===== src/rtl/htld_pkg.sv =====
// htld_pkg: shared types and constants for the tree-load decoder.
// No dependencies.
`timescale 1ns / 1ps
package htld_pkg;
  localparam int unsigned MaxNodesDef   = 512;
  localparam int unsigned StackDepthDef = 256;
  localparam int unsigned QueueDepth    = 2;

  typedef enum logic [1:0] {
    ACT_TREE_BIT = 2'd0,
    ACT_TREE_END = 2'd1,
    ACT_DATA     = 2'd2,
    ACT_UNUSED   = 2'd3
  } action_e;

  typedef enum logic [1:0] {
    ST_SYMBOL   = 2'd0,
    ST_TREE_OK  = 2'd1,
    ST_TREE_BAD = 2'd2,
    ST_BAD_PATH = 2'd3
  } status_e;

  // One command from the front end to the back end.
  typedef struct packed {
    action_e    action;
    logic       tree_bit;
    logic [7:0] data_byte;
    logic [3:0] count;
  } cmd_t;
endpackage


===== src/rtl/htld_front.sv =====
// htld_front: accepts input items, drops unused codes, saturates bit counts,
// and queues commands for the back end. Depends on htld_pkg.
`timescale 1ns / 1ps
module htld_front (
  input  logic              clk_i,
  input  logic              rst_ni,
  input  logic              in_valid_i,
  output logic              in_stall_o,
  input  logic [1:0]        action_i,
  input  logic              tree_bit_i,
  input  logic [7:0]        data_byte_i,
  input  logic [3:0]        valid_bits_i,
  output logic              cmd_valid_o,
  input  logic              cmd_take_i,
  output htld_pkg::cmd_t    cmd_o
);
  localparam int unsigned Depth = htld_pkg::QueueDepth;
  localparam int unsigned PtrW  = $clog2(Depth);

  htld_pkg::cmd_t          mem_q [Depth];
  logic [PtrW-1:0]         wr_q, wr_d, rd_q, rd_d;
  logic [PtrW:0]           cnt_q, cnt_d;
  logic                    push, pop, keep;
  htld_pkg::cmd_t          cmd_in;

  // Classify: action 3 is swallowed, count above 8 saturates.
  assign keep = (action_i != htld_pkg::ACT_UNUSED);
  always_comb begin
    cmd_in.action    = htld_pkg::action_e'(action_i);
    cmd_in.tree_bit  = tree_bit_i;
    cmd_in.data_byte = data_byte_i;
    cmd_in.count     = (valid_bits_i > 4'd8) ? 4'd8 : valid_bits_i;
  end

  assign in_stall_o  = (cnt_q == (PtrW+1)'(Depth));
  assign push        = in_valid_i && !in_stall_o && keep;
  assign pop         = cmd_valid_o && cmd_take_i;
  assign cmd_valid_o = (cnt_q != '0);
  assign cmd_o       = mem_q[rd_q];

  always_comb begin
    wr_d  = push ? wr_q + 1'b1 : wr_q;
    rd_d  = pop ? rd_q + 1'b1 : rd_q;
    cnt_d = cnt_q + (PtrW+1)'(push) - (PtrW+1)'(pop);
  end

  always_ff @(posedge clk_i or negedge rst_ni) begin
    if (!rst_ni) begin
      wr_q  <= '0;
      rd_q  <= '0;
      cnt_q <= '0;
    end else begin
      wr_q  <= wr_d;
      rd_q  <= rd_d;
      cnt_q <= cnt_d;
    end
  end

  always_ff @(posedge clk_i) begin
    if (push) mem_q[wr_q] <= cmd_in;
  end
endmodule


===== config.mk =====
export PLATFORM = sky130hd
export DESIGN_NAME = htld_front
export DESIGN_NICKNAME = d
export VERILOG_FILES = /design/src/rtl/htld_pkg.sv /design/src/rtl/htld_front.sv
export SDC_FILE = /design/constraint.sdc
export NUM_CORES = 1
export LEC_CHECK = 0
export BUFFER_PORTS_ARGS = -buffer_cell sky130_fd_sc_hd__buf_2
export CORE_UTILIZATION = 45
export DETAILED_ROUTE_END_ITERATION = 16
export GPL_ROUTABILITY_DRIVEN = 0
export PLACE_DENSITY = 0.73
export SYNTH_ARGS = -nofsm -noshare
export SYNTH_HDL_FRONTEND = slang
export SYNTH_SLANG_ARGS = --single-unit

===== constraint.sdc =====
create_clock -name clk_i -period 2.9 [get_ports clk_i]
set_input_delay 0.435 -clock clk_i [delete_from_list [all_inputs] [get_ports clk_i]]
set_output_delay 0.435 -clock clk_i [all_outputs]
set_load 0.02 [all_outputs]

== Yosys cells after proc, flatten, opt, wreduce, memory -nomap -nowiden ==
Memories as Yosys holds them, arrays and structs flattened.
Index checks and enable logic that the tools add are counted.

* Add/subtract/negate cells: 4
* Magnitude comparators: 1
* Equality and inequality tests: 2
* Mux-type cells: 3
* Reductions and logical operators: 5

{| class="wikitable"
|+ Operator list
! operator !! number
|-
| > comparator 4 bit (second input constant) || 1
|-
| two-way mux 4 bit || 1
|-
| logical AND 1 bit || 3
|-
| adder 1 bit (second input constant) || 2
|-
| adder 2 x 1 -> 2 bit || 1
|-
| == test 2 bit (second input constant) || 1
|-
| two-way mux 1 bit || 2
|-
| != test 2 bit (second input constant) || 1
|-
| nonzero test 2 bit || 1
|-
| subtractor 2 x 1 -> 2 bit || 1
|-
| zero test 1 bit || 1
|}

* Bits in registers: 4
* RAM bits: 30
* Word-level logic and storage cells: 19
* Memories kept: 1

{| class="wikitable"
|+ Memory list
! memory !! words !! width !! rd ports !! clocked after memory_dff !! write ports !! line !! text
|-
| mem_q || 2 || 15 || 1 || 0 || 1 || htld_front.sv:20 || <nowiki>htld_pkg::cmd_t mem_q [Depth];</nowiki>
|}

== Logic depth before layout (Yosys ltp) ==
Gate-level depths: netlist of run 1.

* Word-level depth: 6
* Gate-level depth with buffers: 7

== Worst setup path after synthesis of run 1 ==
OpenSTA, ideal clock, no wires.

* Path kind: register to register
* Start: reg cnt_q[1]
* End: mem mem_q[1][0] in the netlist's numbering, enable pin
* Data arrival time: 1,492 ps
* Path slack: 1,021 ps
* Cell stages (with the launch flop): 4
* Path buffers: 0
* Period minus slack after synthesis: 1,879 ps
* Path through: dfrtp_1 -> and2b_1 -> nand3b_4 -> nor2_1

* Longest elaborated chain between the ends: 6

{| class="wikitable"
|+ Ends and longest elaborated chain
! element !! line !! text
|-
| from (decl) || htld_front.sv:22 || <nowiki>logic [PtrW:0] cnt_q, cnt_d;</nowiki>
|-
| from (signal assigned) || htld_front.sv:55 || <nowiki>cnt_q <= cnt_d;</nowiki>
|-
| == test 2 bit || htld_front.sv:35 || <nowiki>assign in_stall_o = (cnt_q == (PtrW+1)'(Depth));</nowiki>
|-
| via in_stall_o || htld_front.sv:8 || <nowiki>output logic in_stall_o,</nowiki>
|-
| zero test 1 bit || htld_front.sv:36 || <nowiki>assign push = in_valid_i && !in_stall_o && keep;</nowiki>
|-
| logical AND 1 bit (2 in series) || htld_front.sv:36 ||
|-
| two-way mux 1 bit || htld_front.sv:60 || <nowiki>if (push) mem_q[wr_q] <= cmd_in;</nowiki>
|-
| two-way mux 1 bit (implied by the code) || htld_front.sv:60 ||
|-
| to (decl) || htld_front.sv:20 ||
|}

The timed path passes the listed nets, and every way through them passes these cells.

==> results.cfg, run 1 <==
[power_and_ir_drop]
seq_power_share = 0.429
finalPower_mw = 1.72
ir_drop_mv = 0.485
p_sw_mw = 0.517
power_per_cell_area_nw_per_um2 = 1010
clkPwrFrac = 0.246
swShare = 0.300
p_comb_frac = 0.325
power.internal_mw = 1.21
p_leak_nw = 0.711

[die]
initial_core_util = 0.491
core_area_um2 = 2830
die_h_um = 57.6
die_area_um2 = 3310
die_x_um = 57.6
io_pins = 36
rows = 19

[critical_path]
crit_path_start_kind = register
critPathKind = register to output pin
reg2reg_from = cnt_q[0]$_DFF_PN0_
cp_data_required_time_ns = 2.47
critical_path.endpoint_type = output pin
crit_arrival_ns = 1.78
crit_start = rd_q$_DFFE_PN0P_
worstPathMaxFanout = 16

[timing]
fin_crit_sh = 0.763
period_minus_slack_ns = 2.21
worst_pin_slew_ns = 0.806
fin_skew_ns = 0.00718
relSlewSlack = 0.463
tns_ns = 0
setup_violations = 0
fmax_ghz = 0.452
maxSlewViolCount = 0
rsz0062_at_grt = false
finalHoldViolCount = 0

[drt]
drc = 6
ant_nets = 0
drt_iter0_markers = 23
drt-total-wl_um = 1910
route.detailed.wl_per_inst_um = 13.3
vias = 710
drt-pass1-iter-count = 10
vias_per_cell = 4.93

[clock_tree]
tritoncts = yes
clock-sinks = 34
cts.clk_slew.worst_paths_ns = 0.11
holdBufCountCts = 1
cts_max_level = 2
cts-buffers-inserted = 5
root_buffer = clkbuf_4
clockBufferDepth = 2
postCtsSetupRepairBufs = 0
cts.repair.resized = 0
insertion_delay_ns = 0.33

[finish]
antenna_cells = 0
layout-drive-gt1-share = 0.566
nets = 133
finalNonFillerCells = 144
final_cell_mix = 35 x buf_2, 30 x edfxtp_1, 9 x mux2_4
nFillCells = 228
fin_area_um2 = 1700
area_growth_syn_to_layout_pct = 22.3
layout_commonest_cell = buf_2

[yosys]
synth_cells = 70
synth_cell_types = 19
synth_top_cells_by_area = edfxtp_1 65%, mux2_4 9.7%, dfrtp_1 7.2%
synth_top_cell_by_area = edfxtp_1
netlist.area_leader.share = 0.649
syn_avg_cell_area_um2 = 19.8
syn_area_um2 = 1390
syn_nets = 91
ys_seq_area_frac = 0.721
yosysWarnings = 0
synth_seq_cells = 34

[run]
drv_cap = 0

[global_routing]
overflow = 0
grt_pass1_vias = 718
grt_max_degree = 17
antenna_found_initial = 0
track_usage = 0.132
grt_pass1_wl_um = 3050

[place]
post_dp_cell_area_um2 = 1580
portBuffers = 35
hpwl_um = 1350
dp.cells = 135

[run_status]
violations = design-rule violations
status = complete, but fails checks

[min_path]
min_from = data_byte_i[0]
hold_path_class = input pin to register
## final timing paths
kind / end / cells past startpoint / slack, ns
setup / recovery: cmd_o[14] / 2 / 0.69
hold / removal: mem_q[0][4]$_DFFE_PP_ / 1 / 0.29
setup reg to reg: cnt_q[1]$_DFF_PN0_ / 7 / 1.22
hold reg to reg: cnt_q[1]$_DFF_PN0_ / 1 / 0.50
max in group asynchronous: wr_q$_DFFE_PN0P_ / 2 / 2.35
min in group asynchronous: cnt_q[0]$_DFF_PN0_ / 2 / 0.43
## cells in the mapped netlist
cell,instances
edfxtp_1,30
mux2_4,9
mux2_2,6
dfrtp_1,4
nor2b_1,3
ha_1,2
inv_1,2
nor2_1,2
xnor2_1,2
and2_4,1
and2b_1,1
buf_12,1
buf_6,1
clkbuf_1,1
nand2_1,1
nand3b_4,1
or2_4,1
xnor2_2,1
xor2_1,1
## state kept, by name, summed over array words and instances, names as in the netlist
name	flops
cnt_q	2
rd_q	1
wr_q	1
mem_q	30
## cell families (layout without fill, tap and decap cells)
group / count (synthesis) / count (layout) / share of synthesized area
adders and majority gates: 2 / 2 / 0.0180
buffers and inverters: 5 / 48 / 0.0306
DFF: 34 / 34 / 0.721
and+or+nand+nor: 10 / 10 / 0.0541
xor gates and xnor gates: 4 / 4 / 0.0306
muxes: 15 / 15 / 0.146
## final cells by class
class | instances | area [µm²] | share of cell area
inverter | 2 | 7.51 | 0.00442
clock buffer | 5 | 37.5 | 0.0221
tap | 31 | 38.8 | 0.0228
timing repair buffer | 38 | 200 | 0.118
multi-input combinational | 31 | 345 | 0.203
clock inverter | 3 | 68.8 | 0.0405
sequential | 34 | 1000 | 0.589
## stage by stage
stage                     hold slack, ns   util  setup WS, ns
after CTS                          0.269  0.601         0.642
after floorplan                    0.139      -          1.02
after detailed placement           0.248  0.559          1.02
final                              0.287  0.601         0.688
after global routing               0.262  0.601         0.566
after global placement             0.245  0.559          1.02
## worst max-delay path, cell delays in order (launching register included)
cell and delay (ns):
dfrtp_1 0.88, mux2_2 0.41, buf_2 0.16
## per-layer routing
metal	global-route usage	share of wire
met5	0	0
met3	0.0612	0.083
met2	0.204	0.49
met4	0.0941	0.023
met1	0.143	0.40
## power groups by stage
stage | registers, mW | logic (mW) | clock network, mW
floorplan | 0.694 | 0.506 | 0
global placement | 0.747 | 0.562 | 0
detailed placement | 0.754 | 0.564 | 0
CTS | 0.743 | 0.568 | 0.435
global route | 0.755 | 0.600 | 0.458
finish | 0.739 | 0.560 | 0.425
(Power assumes the default switching activity.)
==> run 2: changes to the inputs <==
==> constraint.sdc (replaced) <==
create_clock -name clk_i -period 2.2 [get_ports clk_i]
set_input_delay 0.33 -clock clk_i [delete_from_list [all_inputs] [get_ports clk_i]]
set_output_delay 0.33 -clock clk_i [all_outputs]
set_load 0.02 [all_outputs]
==> run 2 against run 1 <==
  * The run still ends with design-rule violations left
  * Largest cell class unchanged
  * Die area unchanged
  * Critical endpoint unchanged
  * Highest routed layer unchanged
  * Non-clock buffer count increased by 3
  * First-iteration DRC count decreased by 17%
  * Register-to-register slack got worse by 0.70 ns
  * Critical path depth increased by 1
==> results.cfg, run 2 (same netlist as run 1, synthesis figures left out) <==
[finish]
top_regs = mem_q x30, cnt_q x2
nets = 136
nFillCells = 236
final_cell_mix = 35 x buf_2, 30 x edfxtp_1, 9 x mux2_4
layout_commonest_cell = buf_2
area_growth_syn_to_layout_pct = 20.2
multi_input_area_um2 = 345
finalNonFillerCells = 147
fin_area_um2 = 1670
seq_area_um2 = 1000
antenna_cells = 0
layout-drive-gt1-share = 0.569
regMostFlops = mem_q
largest_register_ffs = 30

[die]
core_area_um2 = 2830
rows = 19
initial_core_util = 0.491
die_x_um = 57.6
io_pins = 36
die_h_um = 57.6
die_area_um2 = 3310

[critical_path]
critical_path.endpoint_type = output pin
worstPathMaxFanout = 12
crit_arrival_ns = 1.62
critPathKind = register to output pin
slowest_delay_ns = 0.47
cp_slowest_cell = dfrtp_1
path_cells = buf_4 > mux2_2 > buf_2
cp_data_required_time_ns = 1.87
crit_path_start_kind = register

[run_status]
violations = design-rule violations
status = complete, but fails checks

[drt]
vias_per_cell = 4.97
drt_iter0_markers = 19
drt-total-wl_um = 2130
vias = 730
drc = 4
drt-pass1-iter-count = 10
route.detailed.wl_per_inst_um = 14.5
ant_nets = 0

[global_routing]
antenna_found_initial = 0
grt_pass1_vias = 747
overflow = 0
grt_pass1_wl_um = 3350
grt_max_degree = 13
track_usage = 0.152

[place]
dp.cells = 138
portBuffers = 35
hpwl_um = 1520
post_dp_cell_area_um2 = 1610

[timing]
relSlewSlack = 0.853
fin_skew_ns = 0.00527
worst_pin_slew_ns = 0.220
rsz0062_at_grt = false
fmax_ghz = 0.513
maxSlewViolCount = 0
period_minus_slack_ns = 1.95
tns_ns = 0
setup_violations = 0
fin_crit_sh = 0.886
finalHoldViolCount = 0

[power_and_ir_drop]
p_leak_nw = 0.700
finalPower_mw = 2.07
ir_drop_mv = 0.668
power_per_cell_area_nw_per_um2 = 1240

[clock_tree]
clockBufferDepth = 2
root_buffer = clkbuf_4
insertion_delay_ns = 0.34
clock-sinks = 34
tritoncts = yes
cts.repair.resized = 0
cts_max_level = 2
cts.clk_slew.worst_paths_ns = 0.10
cts-buffers-inserted = 5

[min_path]
hold_path_class = input pin to register

[run]
drv_cap = 0
-- run 2: cell count changes in the layout (fill, tap and decap cells not counted) --
cell	delta
buf_4	+3
bufinv_16	-2
clkinv_1	+1
clkinv_2	+1
clkinv_4	-1
clkinvlp_4	+1
-- run 2: repair_timing --
action | 4_1_cts | 5_1_grt
endpoints found under the hold margin | 4 | 0
endpoints found under the setup margin | 0 | 0
buffers inserted | 0 | 0
hold buffers | 1 | 0
-- run 2: worst max-delay path: cells and delay by family, from the launching register on --
family | cells | cell delay (ns)
buffers and inverters | 2 | 0.44
DFF | 1 | 0.47
muxes | 1 | 0.37
-- run 2: metrics by stage --
stage,worst slack (ns),util,hold slack (ns)
after floorplan,0.321,-,0.0344
after global placement,0.588,0.567,0.138
after detailed placement,0.524,0.567,0.144
after CTS,0.232,0.590,0.161
after global routing,0.168,0.590,0.141
final,0.250,0.590,0.172
-- run 2: per-layer routing --
metal / track usage / routed length, µm
met1: 0.164 / 831
met2: 0.236 / 1080
met3: 0.0862 / 168
met4: 0.0836 / 49
met5: 0 / 0
-- run 2: area by class of cell --
cell class,count,share of cell area
repair buffers,41,0.133
clock buffers,5,0.0225
inverters,2,0.00450
flip-flops and latches,34,0.600
clock inverters,3,0.00975
multi-input cells,31,0.207
well taps,31,0.0232
-- run 2: power by group --
group	total, mW	internal, mW	switching, mW
combinational	0.824	0.399	0.425
clock	0.326	0.119	0.207
sequential	0.924	0.859	0.0649
-- run 2: path summary, 6_finish.rpt --
| path | startpoint | to | slack, ns | cells past startpoint |
|---|---|---|---|---|
| max reg2reg | cnt_q[0]$_DFF_PN0_ | cnt_q[1]$_DFF_PN0_ | 0.52 | 7 |
| min | data_byte_i[2] | mem_q[1][6]$_DFFE_PP_ | 0.17 | 1 |
| max | rd_q$_DFFE_PN0P_ | cmd_o[14] | 0.25 | 3 |
| max in group asynchronous | rst_ni | rd_q$_DFFE_PN0P_ | 1.77 | 2 |
| min reg2reg | cnt_q[1]$_DFF_PN0_ | cnt_q[1]$_DFF_PN0_ | 0.51 | 1 |
| min in group asynchronous | rst_ni | cnt_q[1]$_DFF_PN0_ | 0.31 | 2 |
